==> src/design/hcbd_pkg.sv <==
// shared types, byte codes and helpers for the chunked body decoder
package hcbd_pkg;

  // decoder phase
  typedef enum logic [3:0] {
    PH_SIZE     = 4'd0,
    PH_SIZE_LF  = 4'd1,
    PH_DATA     = 4'd2,
    PH_DATA_CR  = 4'd3,
    PH_DATA_LF  = 4'd4,
    PH_FINAL_CR = 4'd5,
    PH_FINAL_LF = 4'd6,
    PH_DONE     = 4'd7,
    PH_ERROR    = 4'd8
  } phase_t;

  // error codes reported with each byte
  typedef enum logic [2:0] {
    ERR_NONE      = 3'd0,
    ERR_SIZE_CHAR = 3'd1,
    ERR_CHUNK_END = 3'd2,
    ERR_FINAL_END = 3'd3,
    ERR_OVERFLOW  = 3'd4
  } err_t;

  // delimiter bytes
  localparam logic [7:0] CHAR_CR   = 8'h0D;
  localparam logic [7:0] CHAR_LF   = 8'h0A;
  localparam int unsigned HEX_BITS = 4;

  // hex digit decode result
  typedef struct packed {
    logic       ok;
    logic [3:0] value;
  } hex_t;

  // decode one ascii hex digit, either case
  function automatic hex_t hex_decode(input logic [7:0] c);
    hex_t r;
    r.ok    = 1'b1;
    r.value = 4'd0;
    if (c >= 8'h30 && c <= 8'h39) begin
      r.value = 4'(c - 8'h30);
    end else if (c >= 8'h61 && c <= 8'h66) begin
      r.value = 4'(c - 8'h61 + 8'd10);
    end else if (c >= 8'h41 && c <= 8'h46) begin
      r.value = 4'(c - 8'h41 + 8'd10);
    end else begin
      r.ok = 1'b0;
    end
    return r;
  endfunction

endpackage

==> src/design/http_chunked_body_decoder_unit.sv <==
// chunked transfer body decoder, one body byte per transfer
//
//  channel  dir  signals                    contents
//  s        in   s_tvalid s_tready s_tdata  raw body byte
//  m        out  m_tvalid m_tready m_tdata  byte echo, error code
//                m_tuser m_tlast            payload / leftover flags, body end
//
// one byte per cycle while m is not stalled: the phase update and the size
// shift-add sit between the input port and the result register.
// a result shows in the cycle after its byte is taken.
// rst clears the phase, size, byte count and error latch.
// a stall on m holds the result register; s_tready follows m_tready while
// a result is waiting, so no byte is taken without room for its result.
module http_chunked_body_decoder_unit #(
  parameter int unsigned SIZE_WIDTH = 32
) (
  input  logic        clk,
  input  logic        rst,
  input  logic        s_tvalid,
  output logic        s_tready,
  input  logic [7:0]  s_tdata,   // [7:0] in_byte
  output logic        m_tvalid,
  input  logic        m_tready,
  output logic [15:0] m_tdata,   // [7:0] out_byte, [10:8] error_code, rest zero
  output logic [1:0]  m_tuser,   // [0] data_valid, [1] leftover
  output logic        m_tlast    // done_res
);

  // decoder state
  hcbd_pkg::phase_t        phase, phase_next;
  logic [SIZE_WIDTH-1:0]   size_accum, size_accum_next;
  logic [1:0]              digit_count, digit_count_next;
  logic [SIZE_WIDTH-1:0]   bytes_left, bytes_left_next;
  hcbd_pkg::err_t          error_latch, error_latch_next;

  // result register
  logic [7:0]              out_byte;
  logic                    data_valid, leftover, done_res;
  logic                    dv_next, lo_next, dn_next;

  logic                    in_xfer;
  hcbd_pkg::hex_t          hex;
  logic [7:0]              c;

  assign s_tready = !m_tvalid || m_tready;
  assign in_xfer  = s_tvalid && s_tready;
  assign c        = s_tdata;
  assign hex      = hcbd_pkg::hex_decode(c);

  // next state and flags for the byte on the input port
  always_comb begin
    phase_next       = phase;
    size_accum_next  = size_accum;
    digit_count_next = digit_count;
    bytes_left_next  = bytes_left;
    error_latch_next = error_latch;
    dv_next          = 1'b0;
    lo_next          = 1'b0;
    dn_next          = 1'b0;
    unique case (phase)
      hcbd_pkg::PH_SIZE: begin
        if (c == hcbd_pkg::CHAR_CR) begin
          phase_next = hcbd_pkg::PH_SIZE_LF;
        end else if (!hex.ok) begin
          phase_next       = hcbd_pkg::PH_ERROR;
          error_latch_next = hcbd_pkg::ERR_SIZE_CHAR;
        end else if (size_accum[SIZE_WIDTH-1 -: hcbd_pkg::HEX_BITS] != '0) begin
          phase_next       = hcbd_pkg::PH_ERROR;
          error_latch_next = hcbd_pkg::ERR_OVERFLOW;
        end else begin
          size_accum_next = {size_accum[SIZE_WIDTH-hcbd_pkg::HEX_BITS-1:0], hex.value};
          if (digit_count != 2'd3) digit_count_next = digit_count + 2'd1;
        end
      end
      hcbd_pkg::PH_SIZE_LF: begin
        if (c != hcbd_pkg::CHAR_LF) begin
          phase_next       = hcbd_pkg::PH_ERROR;
          error_latch_next = hcbd_pkg::ERR_SIZE_CHAR;
        end else if (digit_count == 2'd1 && size_accum == '0) begin
          phase_next = hcbd_pkg::PH_FINAL_CR;
        end else begin
          bytes_left_next = size_accum;
          phase_next = (size_accum == '0) ? hcbd_pkg::PH_DATA_CR : hcbd_pkg::PH_DATA;
        end
        size_accum_next  = '0;
        digit_count_next = 2'd0;
      end
      hcbd_pkg::PH_DATA: begin
        dv_next = 1'b1;
        if (bytes_left != '0) bytes_left_next = bytes_left - 1'b1;
        if (bytes_left <= SIZE_WIDTH'(1)) phase_next = hcbd_pkg::PH_DATA_CR;
      end
      hcbd_pkg::PH_DATA_CR: begin
        if (c == hcbd_pkg::CHAR_CR) begin
          phase_next = hcbd_pkg::PH_DATA_LF;
        end else begin
          phase_next       = hcbd_pkg::PH_ERROR;
          error_latch_next = hcbd_pkg::ERR_CHUNK_END;
        end
      end
      hcbd_pkg::PH_DATA_LF: begin
        if (c == hcbd_pkg::CHAR_LF) begin
          phase_next = hcbd_pkg::PH_SIZE;
        end else begin
          phase_next       = hcbd_pkg::PH_ERROR;
          error_latch_next = hcbd_pkg::ERR_CHUNK_END;
        end
      end
      hcbd_pkg::PH_FINAL_CR: begin
        if (c == hcbd_pkg::CHAR_CR) begin
          phase_next = hcbd_pkg::PH_FINAL_LF;
        end else begin
          phase_next       = hcbd_pkg::PH_ERROR;
          error_latch_next = hcbd_pkg::ERR_FINAL_END;
        end
      end
      hcbd_pkg::PH_FINAL_LF: begin
        if (c == hcbd_pkg::CHAR_LF) begin
          dn_next    = 1'b1;
          phase_next = hcbd_pkg::PH_DONE;
        end else begin
          phase_next       = hcbd_pkg::PH_ERROR;
          error_latch_next = hcbd_pkg::ERR_FINAL_END;
        end
      end
      hcbd_pkg::PH_DONE: begin
        lo_next = 1'b1;
      end
      default: begin
        // error phase and unused codes hold everything
      end
    endcase
  end

  // state register
  always_ff @(posedge clk) begin
    if (rst) begin
      phase       <= hcbd_pkg::PH_SIZE;
      size_accum  <= '0;
      digit_count <= 2'd0;
      bytes_left  <= '0;
      error_latch <= hcbd_pkg::ERR_NONE;
    end else if (in_xfer) begin
      phase       <= phase_next;
      size_accum  <= size_accum_next;
      digit_count <= digit_count_next;
      bytes_left  <= bytes_left_next;
      error_latch <= error_latch_next;
    end
  end

  // result valid
  always_ff @(posedge clk) begin
    if (rst) begin
      m_tvalid <= 1'b0;
    end else if (in_xfer) begin
      m_tvalid <= 1'b1;
    end else if (m_tready) begin
      m_tvalid <= 1'b0;
    end
  end

  // result payload
  always_ff @(posedge clk) begin
    if (in_xfer) begin
      out_byte   <= c;
      data_valid <= dv_next;
      leftover   <= lo_next;
      done_res   <= dn_next;
    end
  end

  logic [2:0] err_out;

  // error code travels with the byte that raised it
  always_ff @(posedge clk) begin
    if (in_xfer) err_out <= error_latch_next;
  end

  assign m_tdata = {5'd0, err_out, out_byte};
  assign m_tuser = {leftover, data_valid};
  assign m_tlast = done_res;

  // payload and leftover never mark the same byte
  a_flags_excl: assert property (@(posedge clk) disable iff (rst)
    m_tvalid |-> !(data_valid && leftover))
    else $error("data and leftover flags both set");

  // the error phase always carries a code
  a_err_code: assert property (@(posedge clk) disable iff (rst)
    phase == hcbd_pkg::PH_ERROR |-> error_latch != hcbd_pkg::ERR_NONE)
    else $error("error phase without code");

  // a completed body has no error
  a_done_ok: assert property (@(posedge clk) disable iff (rst)
    phase == hcbd_pkg::PH_DONE |-> error_latch == hcbd_pkg::ERR_NONE)
    else $error("done phase with error latched");

  // payload phase is entered only with bytes to go
  a_data_count: assert property (@(posedge clk) disable iff (rst)
    phase == hcbd_pkg::PH_DATA |-> bytes_left != '0)
    else $error("payload phase with zero count");

  // a byte taken after the body is flagged leftover
  a_leftover: assert property (@(posedge clk) disable iff (rst)
    in_xfer && phase == hcbd_pkg::PH_DONE |=> m_tvalid && leftover && !done_res)
    else $error("byte after body not flagged leftover");

endmodule
==> config.mk <==
export PLATFORM = sky130hd
export DESIGN_NAME = http_chunked_body_decoder_unit
export DESIGN_NICKNAME = d
export VERILOG_FILES = /design/src/design/hcbd_pkg.sv /design/src/design/http_chunked_body_decoder_unit.sv
export SDC_FILE = /design/constraint.sdc
export NUM_CORES = 1
export LEC_CHECK = 0
export BUFFER_PORTS_ARGS = -buffer_cell sky130_fd_sc_hd__buf_2
export CAP_MARGIN = 15
export CORE_UTILIZATION = 35
export CTS_BUF_LIST = sky130_fd_sc_hd__clkbuf_2 sky130_fd_sc_hd__clkbuf_4 sky130_fd_sc_hd__clkbuf_8
export CTS_CLUSTER_SIZE = 30
export DETAILED_ROUTE_END_ITERATION = 6
export PLACE_DENSITY_LB_ADDON = 0.25
export SLEW_MARGIN = 15
export SYNTH_ARGS = -nofsm -noshare
export SYNTH_HDL_FRONTEND = slang
export SYNTH_SLANG_ARGS = --single-unit
export TNS_END_PERCENT = 10
==> constraint.sdc <==
create_clock -name clk -period 4.27 [get_ports clk]
set_clock_uncertainty 0.1 [all_clocks]
set_input_delay 0.2135 -clock clk [delete_from_list [all_inputs] [get_ports clk]]
set_output_delay 0.2135 -clock clk [all_outputs]
set_load 0.01 [all_outputs]
# Word-level counts from Yosys, hierarchy flattened
# Index checks and enable logic that the tools add are counted.
[op_classes] add_sub_neg=7 magnitude_cmp=7 eq_ne=21 n_mux=45 reduce_logical=19
[op_table] cell="2-to-1 mux 32 bit" n=6
[op_table] cell="case mux 32 bit (2 select lines)" n=2
[op_table] cell="2-to-1 mux 4 bit" n=12
[op_table] cell="less-or-equal comparator 32 x 1 -> 1 bit (second input constant)" n=1
[op_table] cell="zero test 32 bit" n=1
[op_table] cell="nonzero test 32 bit" n=1
[op_table] cell="subtractor 32 x 1 -> 32 bit (second input constant)" n=1
[op_table] cell="case mux 4 bit (7 select lines)" n=1
[op_table] cell="2-to-1 mux 3 bit" n=9
[op_table] cell="!= test 2 bit (second input constant)" n=9
[op_table] cell="case mux 3 bit (6 select lines)" n=1
[op_table] cell="== test 4 x 3 -> 1 bit (second input constant)" n=4
[op_table] cell="== test 8 x 4 -> 1 bit (second input constant)" n=2
[op_table] cell=">= comparator 8 x 7 -> 1 bit (second input constant)" n=2
[op_table] cell="less-or-equal comparator 8 x 7 -> 1 bit (second input constant)" n=2
[op_table] cell="subtractor 4 x 1 -> 4 bit (second input constant)" n=3
[op_table] cell="AND reduction 5 bit" n=2
[op_table] cell="2-to-1 mux 1 bit" n=9
[op_table] cell="adder 4 bit (second input constant)" n=2
[op_table] cell="== test 4 x 2 -> 1 bit (second input constant)" n=2
[op_table] cell=">= comparator 8 x 6 -> 1 bit (second input constant)" n=1
[op_table] cell="less-or-equal comparator 8 x 6 -> 1 bit (second input constant)" n=1
[op_table] cell="2-to-1 mux 2 bit" n=4
[op_table] cell="!= test 8 x 4 -> 1 bit (second input constant)" n=1
[op_table] cell="other kinds (14)" n=20
[word_totals] register_bits=88 input_bits=12 out_inout_bits=21

# Longest topological paths before layout
# Gate-level depths: netlist of run 1.
[logic_depth] word_depth=9 mapped_depth=11 mapped_depth_nobuf=8

# Worst setup path before layout of run 1
# Ideal clock, no wire load.
[synth_path] kind="register to register" start="register bytes_left[0]" end="register bytes_left[10]" setup_ns=0.132 t_arrival_ns=2.335 slack_ns=1.702 path_stages_with_launch=12 cell_sequence="dfxtp_1 inv_1 ha_1 nor3b_1 or3b_1 clkbuf_1 nor4_2 a211oi_1 buf_6 buf_2 nand2_1 a21oi_1"
[synth_via] elab_chain_cells=3 elab_cells_between_ends=6 classes_between="add/sub (1); eq/ne (1); mux (2); reduce/logical (2)"
[synth_lines] element="from (decl)" line_no="http_chunked_body_decoder_unit.sv:33" source="logic [SIZE_WIDTH-1:0] bytes_left, bytes_left_next;"
[synth_lines] element="from (signal assigned)" line_no="http_chunked_body_decoder_unit.sv:147" source="bytes_left <= bytes_left_next;"
[synth_lines] element="subtractor 32 x 1 -> 32 bit / nonzero test 32 bit (equally long branches)" line_no="http_chunked_body_decoder_unit.sv:90" source="if (bytes_left != '0) bytes_left_next = bytes_left - 1'b1;"
[synth_lines] element="2-to-1 mux 32 bit / != test 2 bit (equally long branches)"
[synth_lines] element="case mux 32 bit (2 select lines) / AND reduction 5 bit (equally long branches)"
# Parallel ways exist; a longest one is shown, timed or not. The select of a mux whose other input is x is not followed.
# A chain may end at the register's enable or synchronous reset.

# Final worst setup path of run 1
[layout_path] start="register phase[0]" end="register bytes_left[5]"
[layout_via] elab_chain_cells=3 elab_cells_between_ends=8 classes_between="eq/ne (5); mux (1); reduce/logical (2)"
[layout_lines] element="from (decl)" line_no="http_chunked_body_decoder_unit.sv:30" source="hcbd_pkg::phase_t phase, phase_next;"
[layout_lines] element="from (signal assigned)" line_no="http_chunked_body_decoder_unit.sv:138" source="phase <= hcbd_pkg::PH_SIZE;"
[layout_lines] element="from (signal assigned)" line_no="http_chunked_body_decoder_unit.sv:144" source="phase <= phase_next;"
[layout_lines] element="== test 4 x 2 -> 1 bit / == test 4 x 1 -> 1 bit (equally long branches)" line_no="http_chunked_body_decoder_unit.sv:60" source="unique case (phase)"
[layout_lines] element="!= test 2 bit (no source line) / nonzero test 2 bit (equally long branches)"
[layout_lines] element="AND reduction 5 bit (no source line)"
# Parallel ways exist; a longest one is shown, timed or not.

==> results of run 1 <==
-- power groups by stage --
stage	registers, mW	clock network (mW)	logic, mW
finish	0.864	0.651	0.127
global route	0.866	0.707	0.139
CTS	0.864	0.673	0.127
detailed placement	0.884	0	0.123
global placement	0.883	0	0.120
floorplan	0.882	0	0.0868
-- layout by cell type, fill, tap and decap left out, drive strengths merged, types with 6 or more instances in the layout --
cell type,netlist,routed
dlygate4sd3,0,6
nor4,17,17
buf,18,34
o21ai,37,37
inv,13,15
nor2,29,29
o31ai,8,8
nand2,88,88
a211oi,12,12
nand3,44,44
nor3,14,14
nand2b,10,10
ha,8,8
clkbuf,35,9
dfxtp,74,74
o32ai,8,8
edfxtp,14,14
or4,8,8
a21oi,78,78
-- cell usage after synthesis (8+ instances only) --
| master | n |
|---|---|
| o21ai_1 | 11 |
| o31ai_1 | 8 |
| nand3_1 | 44 |
| a211oi_2 | 9 |
| nor2_1 | 29 |
| o32ai_1 | 8 |
| nor4_1 | 15 |
| o21ai_0 | 26 |
| inv_1 | 12 |
| edfxtp_1 | 14 |
| a21oi_1 | 78 |
| nand2_1 | 88 |
| clkbuf_1 | 35 |
| buf_4 | 8 |
| dfxtp_1 | 74 |
| nor3_1 | 14 |
| ha_1 | 8 |
| nand2b_1 | 10 |
-- per-stage QoR --
| step | cell area (sq um) | power, mW | cells | setup WS [ns] | hold slack, ns |
|---|---|---|---|---|---|
| after floorplan | 4930 | 0.969 | 618 | 1.70 | 0.212 |
| after global placement | 5100 | 1.00 | 775 | 1.06 | 0.337 |
| after detailed placement | 5100 | 1.01 | 775 | 0.943 | 0.337 |
| after CTS | 5380 | 1.66 | 797 | 0.937 | 0.00389 |
| after global routing | 5380 | 1.71 | 797 | 0.698 | 0.0110 |
| final | 5380 | 1.64 | 797 | 0.935 | 0.0187 |
-- critical path: cells and delay by family (launching register included) --
kind                   cells  cell delay [ns]
buffers and inverters      1             0.42
flip-flops                 1             0.65
AO/OA/AOI/OAI              4             0.79
AND/OR/NAND/NOR            2             1.28
-- state kept, by name (all words and copies together) (netlist names) --
signal       flops
leftover         1
digit_count      2
err_out          3
phase            4
size_accum      32
error_latch      3
bytes_left      32
out_byte         8
m_tvalid         1
m_tlast          1
data_valid       1
-- cell type report --
class / count / area [sq um] / area share [%]
Sequential cell: 88 / 1900 / 35.3
Timing Repair Buffer: 40 / 248 / 4.60
Clock inverter: 7 / 93.8 / 1.74
Multi-Input combinational cell: 463 / 2740 / 51.0
Inverter: 14 / 52.6 / 0.976
Tap cell: 176 / 220 / 4.09
Clock buffer: 9 / 124 / 2.30
-- per-layer routing --
metal	vias up	track usage, %	routed length [microns]
li1	2263	-	-
met1	2181	24.5	6060
met2	125	29.7	6070
met3	13	4.29	608
met4	0	5.25	182
met5	-	0	0
-- path summary, 6_finish.rpt --
check	to	slack, ns
max	bytes_left[5]	0.93
min	out_byte[7]	0.02
max reg2reg	bytes_left[5]	0.93
min reg2reg	size_accum[29]	0.38
-- cell families (layout without fill, tap and decap cells) --
group	Yosys count	count (layout)	synth area share [%]
AND/OR/NAND/NOR	248	248	25.4
AO/OA/AOI/OAI	195	195	26.1
flip-flops	88	88	38.7
buffers and inverters	67	70	6.31
adder cells (fa/ha/maj)	8	8	2.04
XOR/XNOR	4	4	0.713
multiplexers	3	3	0.636
other	1	5	0.0763
==> flow_summary_export.csv, run 1 <==
group,metric,value,unit
finish,fin_nets,636,
global_route,maximum_number_of_pins_on_one_net_before_global_route_repair,52,
drt,drt_iter0_drc,401,
global_route,grt_overflow,0,
die,fp.dieW,121,microns
pwr,internal_power_summed_over_all_cells,1.23,mW
cts,postCtsResizedCells,0,
die,initial_utilization,36.5,%
yosys,post_synth_main_area_contributors,"dfxtp_1 30%, edfxtp_1 8.6%, a21oi_1 7.9%",
setup_path,cp_data_required_time,4.48,ns
job,cap_violations,0,
pwr,part_of_the_power_in_registers,52.6,%
die,die_y,121,microns
setup_path,crit_chain,"or4b_2 -> nor3_1 -> o21ai_0 -> a211oi_4 -> buf_4 -> a21oi_1 -> a211oi_2",
cts,h_tree_level_count,3,
timing,hold_viol_final,0,
finish,filler_cell_count,1402,
drt,routed_wire_length_per_instance,16.2,microns
timing,grt_setup_unrepaired,"false",
drt,totalWireLength,12.9,mm
cts,cts-root-buf,"clkbuf_8",
setup_path,type_of_element_capturing_the_critical_path,"flop",
yosys,ys_async_sr_fraction,0,%
global_route,first_pass_grt_wire_length,21.3,mm
pwr,combinational_power_share,7.7,%
pwr,clock_power_share,39.6,%
setup_path,worst_setup_path_class,"reg -> reg",
timing,worst_pin_slew,1.05,ns
yosys,syn_area_per_cell,8.00,sq um
setup_path,cp_max_fo,38,
yosys,synth.yosys.seq_area_share,38.7,%
timing,max_slew_margin,29.3,%
cts,max_clock_buf_depth,2,
finish,area_growth,9.52,%
placed_design,detailed_place_hpwl,8.73,mm
placed_design,gp_congestion,0.907,
drt,antenna_left,0,
yosys,synthDominantCellAreaShare,30.1,%
timing,timing.final.crit_period,3.34,ns
die,floorplan.die_area,14500,sq um
drt,count_of_tritonroute_iterations_in_the_first_routing_pass,6,
pwr,cellLeakagePower,1.84,nW
cts,cts_buffers,9,
cts,tritoncts,"done",
yosys,postSynthCellCount,614,
finish,final_util,40.0,%
setup_path,wp_data_arrival,3.54,ns
setup_path,worst_path_largest_cell_delay,0.98,ns
timing,setup_total_negative_slack,0,ns
cts,cts.reportedPaths.clkPinSlew,0.09,ns
drt,drc_errors,0,
cts,numClockSinks,88,
timing,timing.final.crit_share,78.1,%
setup_path,worst-r2r-cell-count,7,
drt,vias,4582,
timing,slew_viol_final,0,
cts,postCtsSetupBuffers,0,
pwr,power.switching_fraction,25.4,%
setup_path,rr_startpoint,"phase[0]",
timing,max_freq,300,MHz
finish,num_antenna_cells,0,
yosys,ys_dominant_reg_cell,"dfxtp_1",
setup_path,crit_path_top_delay_cell,"or4b_2",
yosys,synth_edf_count,14,
placed_design,port_buffers,27,
pwr,power.ir.vdd_worst,192,uV
global_route,antenna_violations_before_repair,0,
status,outcome,"finished, final reports clean",
die,floorplan.rows,42,
die,floorplan.io_pins,33,
yosys,synth_area_leader_cell,"dfxtp_1",
worst_hold_path,holdCritStartpoint,"s_tdata[7]",
worst_hold_path,hold-path-cell-count,1,
pwr,power_density,305,nW/um^2
global_route,grt_pass1_vias,4231,
worst_hold_path,hold_path_class,"in -> reg",
setup_path,critical_path.startpoint,"phase[0]",
finish,final_layout_size_suffix_gt1_share,12.1,%
yosys,post_synth_instance_area,4910,sq um
cts,cts_hold_buf,6,
setup_path,setup.worst_path.start_class,"flop",
yosys,flop_and_latch_count_out_of_synthesis,88,
cts,clkLatencyLatePin,0.38,ns
pwr,power_switching,0.417,mW
yosys,synth.yosys.warnings,0,
timing,timing.final.setup_violations,0,
die,core_area,13500,sq um
drt,vias_per_cell,5.75,
global_route,gr-usage-all-layers,18.4,%
yosys,synth_cell_types,70,
No activity file was read; power rests on OpenSTA's default activity.
==> run 2, diff against run 1 <==
- ABC_AREA: not set -> 1
- clock period: 4.27 -> 3.45 ns (I/O delays scaled with it)
==> run 2 against run 1 <==
Sequential share of layout area down 3.5 points. Flip-flop and latch count stayed put. Highest routed layer unchanged. Core utilization fell by 0.81 points. Power is 93% higher.
==> flow_summary_export.csv, run 2 <==
group,metric,value,unit
finish,storage_cell_area,1900,sq um
setup_path,cp_max_fo,38,
timing,max_freq,420,MHz
pwr,power_switching,1.27,mW
finish,filler_cell_count,1653,
pwr,power.switching_fraction,40.2,%
finish,mostFrequentLayoutCell,"nand2_1",
yosys,ys_dominant_reg_cell,"dfxtp_1",
finish,top_registers,"bytes_left: 32 flops, size_accum: 32 flops, out_byte: 8 flops",
timing,max_slew_margin,57.4,%
pwr,clock_power_share,26.0,%
worst_hold_path,timing.hold.worst_endpoint,"m_tvalid",
die,fp.dieW,127,microns
yosys,synth.yosys.warnings,0,
pwr,part_of_the_power_in_registers,36.6,%
timing,slew_viol_final,0,
job,cap_violations,0,
die,initial_utilization,35.9,%
setup_path,delay_heaviest_family_cp,"buffers and inverters",
finish,area_growth,9.26,%
timing,timing.final.crit_period,2.38,ns
finish,finalInstanceArea,5980,sq um
timing,timing.final.setup_violations,0,
yosys,synth_edf_count,14,
timing,setup_total_negative_slack,0,ns
die,floorplan.rows,45,
yosys,synthDominantCellAreaShare,27.1,%
setup_path,cp_data_required_time,3.60,ns
pwr,combinational_power_share,37.5,%
setup_path,wp_data_arrival,2.53,ns
global_route,first_pass_grt_wire_length,23.8,mm
setup_path,type_of_element_capturing_the_critical_path,"flop",
yosys,post_synth_most_frequent_cells,"252 x nand2_1, 123 x nor2_1, 74 x dfxtp_1, 69 x nand3_1, 64 x inv_1",
setup_path,cp_common_cell,"nand2_1",
yosys,syn_area_per_cell,6.59,sq um
yosys,post_synth_main_area_contributors,"dfxtp_1 27%, nand2_1 17%, nor2_1 8.4%",
setup_path,reg2reg_to,"bytes_left[4]",
placed_design,placed_area,5670,sq um
drt,routed_wire_length_per_instance,13.3,microns
setup_path,setup.worst_path.start_class,"primary input",
worst_hold_path,holdCritStartpoint,"s_tvalid",
global_route,maximum_number_of_pins_on_one_net_before_global_route_repair,50,
finish,multi_input_comb_area,3060,sq um
drt,vias,5108,
yosys,synth.yosys.seq_area_share,34.7,%
cts,cts.reportedPaths.clkPinSlew,0.09,ns
setup_path,rr_startpoint,"phase[0]",
pwr,power_density,529,nW/um^2
drt,count_of_tritonroute_iterations_in_the_first_routing_pass,4,
die,core_area,15300,sq um
pwr,internal_power_summed_over_all_cells,1.89,mW
worst_hold_path,hold_path_class,"in -> reg",
setup_path,worst-path-buf-inv,4,
timing,timing.final.crit_share,69.0,%
setup_path,crit_path_top_delay_cell,"dlygate4sd3_1",
cts,cts_buffers,9,
die,floorplan.die_area,16100,sq um
global_route,grt_overflow,0,
yosys,postSynthCellCount,831,
pwr,report.power.total,3.16,mW
drt,drc_errors,0,
pwr,power.ir.vdd_worst,207,uV
finish,final_layout_size_suffix_gt1_share,13.8,%
cts,numClockSinks,88,
status,outcome,"finished, final reports clean",
die,floorplan.io_pins,33,
timing,hold_viol_final,0,
yosys,synth_area_leader_cell,"dfxtp_1",
placed_design,gp_congestion,0.915,
cts,postCtsSetupBuffers,0,
timing,worst_pin_slew,0.640,ns
finish,num_antenna_cells,0,
placed_design,detailed_place_hpwl,10.1,mm
drt,antenna_left,0,
drt,totalWireLength,14.1,mm
setup_path,worst-r2r-cell-count,7,
yosys,flop_and_latch_count_out_of_synthesis,88,
pwr,cellLeakagePower,2.68,nW
die,die_y,127,microns
placed_design,port_buffers,27,
global_route,gr-usage-all-layers,18.5,%
cts,tritoncts,"done",
drt,vias_per_cell,4.79,
global_route,antenna_violations_before_repair,0,
drt,drt_iter0_drc,477,
global_route,grt_pass1_vias,4681,
yosys,post_synth_instance_area,5470,sq um
cts,h_tree_level_count,3,
setup_path,worst_path_largest_cell_delay,0.53,ns
yosys,synth_cell_types,41,
yosys,yosys.cell_count.top_type,"nand2_1",
finish,fin_nets,870,
yosys,ys_async_sr_fraction,0,%
setup_path,reg2reg_setup_slack,1.11,ns
setup_path,crit_chain,"dlygate4sd3_1 -> buf_2 -> inv_1 -> ha_1 -> nor2_1 -> nand2_1 -> nand3_2 -> nand2_2 -> nand2_1 -> nand2_1 -> nand2_1 -> inv_2 -> nand2_1 -> nand2_1 -> a21oi_1",
cts,cts-root-buf,"clkbuf_8",
cts,clkLatencyLatePin,0.38,ns
timing,grt_setup_unrepaired,"false",
setup_path,worst_setup_path_class,"in -> reg",
worst_hold_path,hold-path-cell-count,3,
cts,max_clock_buf_depth,2,
finish,most_frequent_cells_in_the_layout,"252 x nand2_1, 123 x nor2_1, 74 x dfxtp_1, 69 x nand3_1, 64 x inv_1",
==> run 2: cell types whose count changed after synthesis, moves of 23 or more <==
cell      before  now
nand2_1       88  252
nor2_1        29  123
inv_1         12   64
a21oi_1       78   49
nand2_2        0   26
nand3_1       44   69
clkbuf_1      35   12
==> run 2: layout make-up <==
class                      count  share of cell area (%)
clock buffer                   9                    2.07
clock inverter                 7                    1.57
inverter                      71                    4.69
multi-input combinational    640                    51.2
sequential                    88                    31.8
tap                          211                    4.41
timing repair buffer          40                    4.27
==> run 2: worst max path at each step <==
stage	cells after the start	startpoint	to
6_report	15	s_tdata[0]	digit_count[1]
5_1_grt	14	s_tdata[1]	size_accum[2]
4_1_cts	15	s_tdata[0]	digit_count[1]
3_5_place_dp	8	phase[2]	bytes_left[4]
3_3_place_gp	7	phase[0]	bytes_left[6]
2_1_floorplan	12	bytes_left[0]	bytes_left[14]
==> run 2: tightest hold or removal path, stage by stage <==
cell and delay, ns:
buf_2 0.09, nand2_1 0.15, a21oi_1 0.09
==> run 2: cells by family after synthesis <==
| kind of cell | count (synthesis) | share of synthesized area [%] |
|---|---|---|
| buf+inv | 107 | 9.60 |
| simple gates | 499 | 39.4 |
| flops | 88 | 34.7 |
| compound gates | 120 | 13.1 |
| xor+xnor | 8 | 1.28 |
| other cells | 1 | 0.0685 |
| fa+ha+maj | 8 | 1.83 |
==> run 2: stage by stage <==
step	utilization, %	setup slack [ns]	hold slack (ns)	std cells
final	39.2	1.07	0.0644	1066
after global routing	39.2	0.792	0.0515	1066
after CTS	39.2	1.06	0.0456	1066
after detailed placement	37.2	1.12	0.285	1041
after global placement	37.2	1.16	0.287	1041
after floorplan	-	1.63	0.171	835
==> run 2: power groups by stage <==
| stage | logic, mW | clock network [mW] | registers [mW] |
|---|---|---|---|
| 2_1_floorplan | 0.939 | 0 | 1.17 |
| 3_3_place_gp | 1.17 | 0 | 1.18 |
| 3_5_place_dp | 1.17 | 0 | 1.18 |
| 4_1_cts | 1.18 | 0.837 | 1.16 |
| 5_1_grt | 1.34 | 0.884 | 1.16 |
| 6_report | 1.19 | 0.821 | 1.16 |
==> run 2: what timing repair did <==
item,CTS,global route
resized for setup,0,0
endpoints found under the hold margin,9,0
hold buffers,9,0
==> run 2: metal layers <==
metal	vias up	share of wire [%]	global-route usage (%)
met5	-	0	0
li1	2677	-	-
met1	2349	52	26.9
met4	0	1.6	6.09
met2	67	43	27.7
met3	15	3.1	3.18
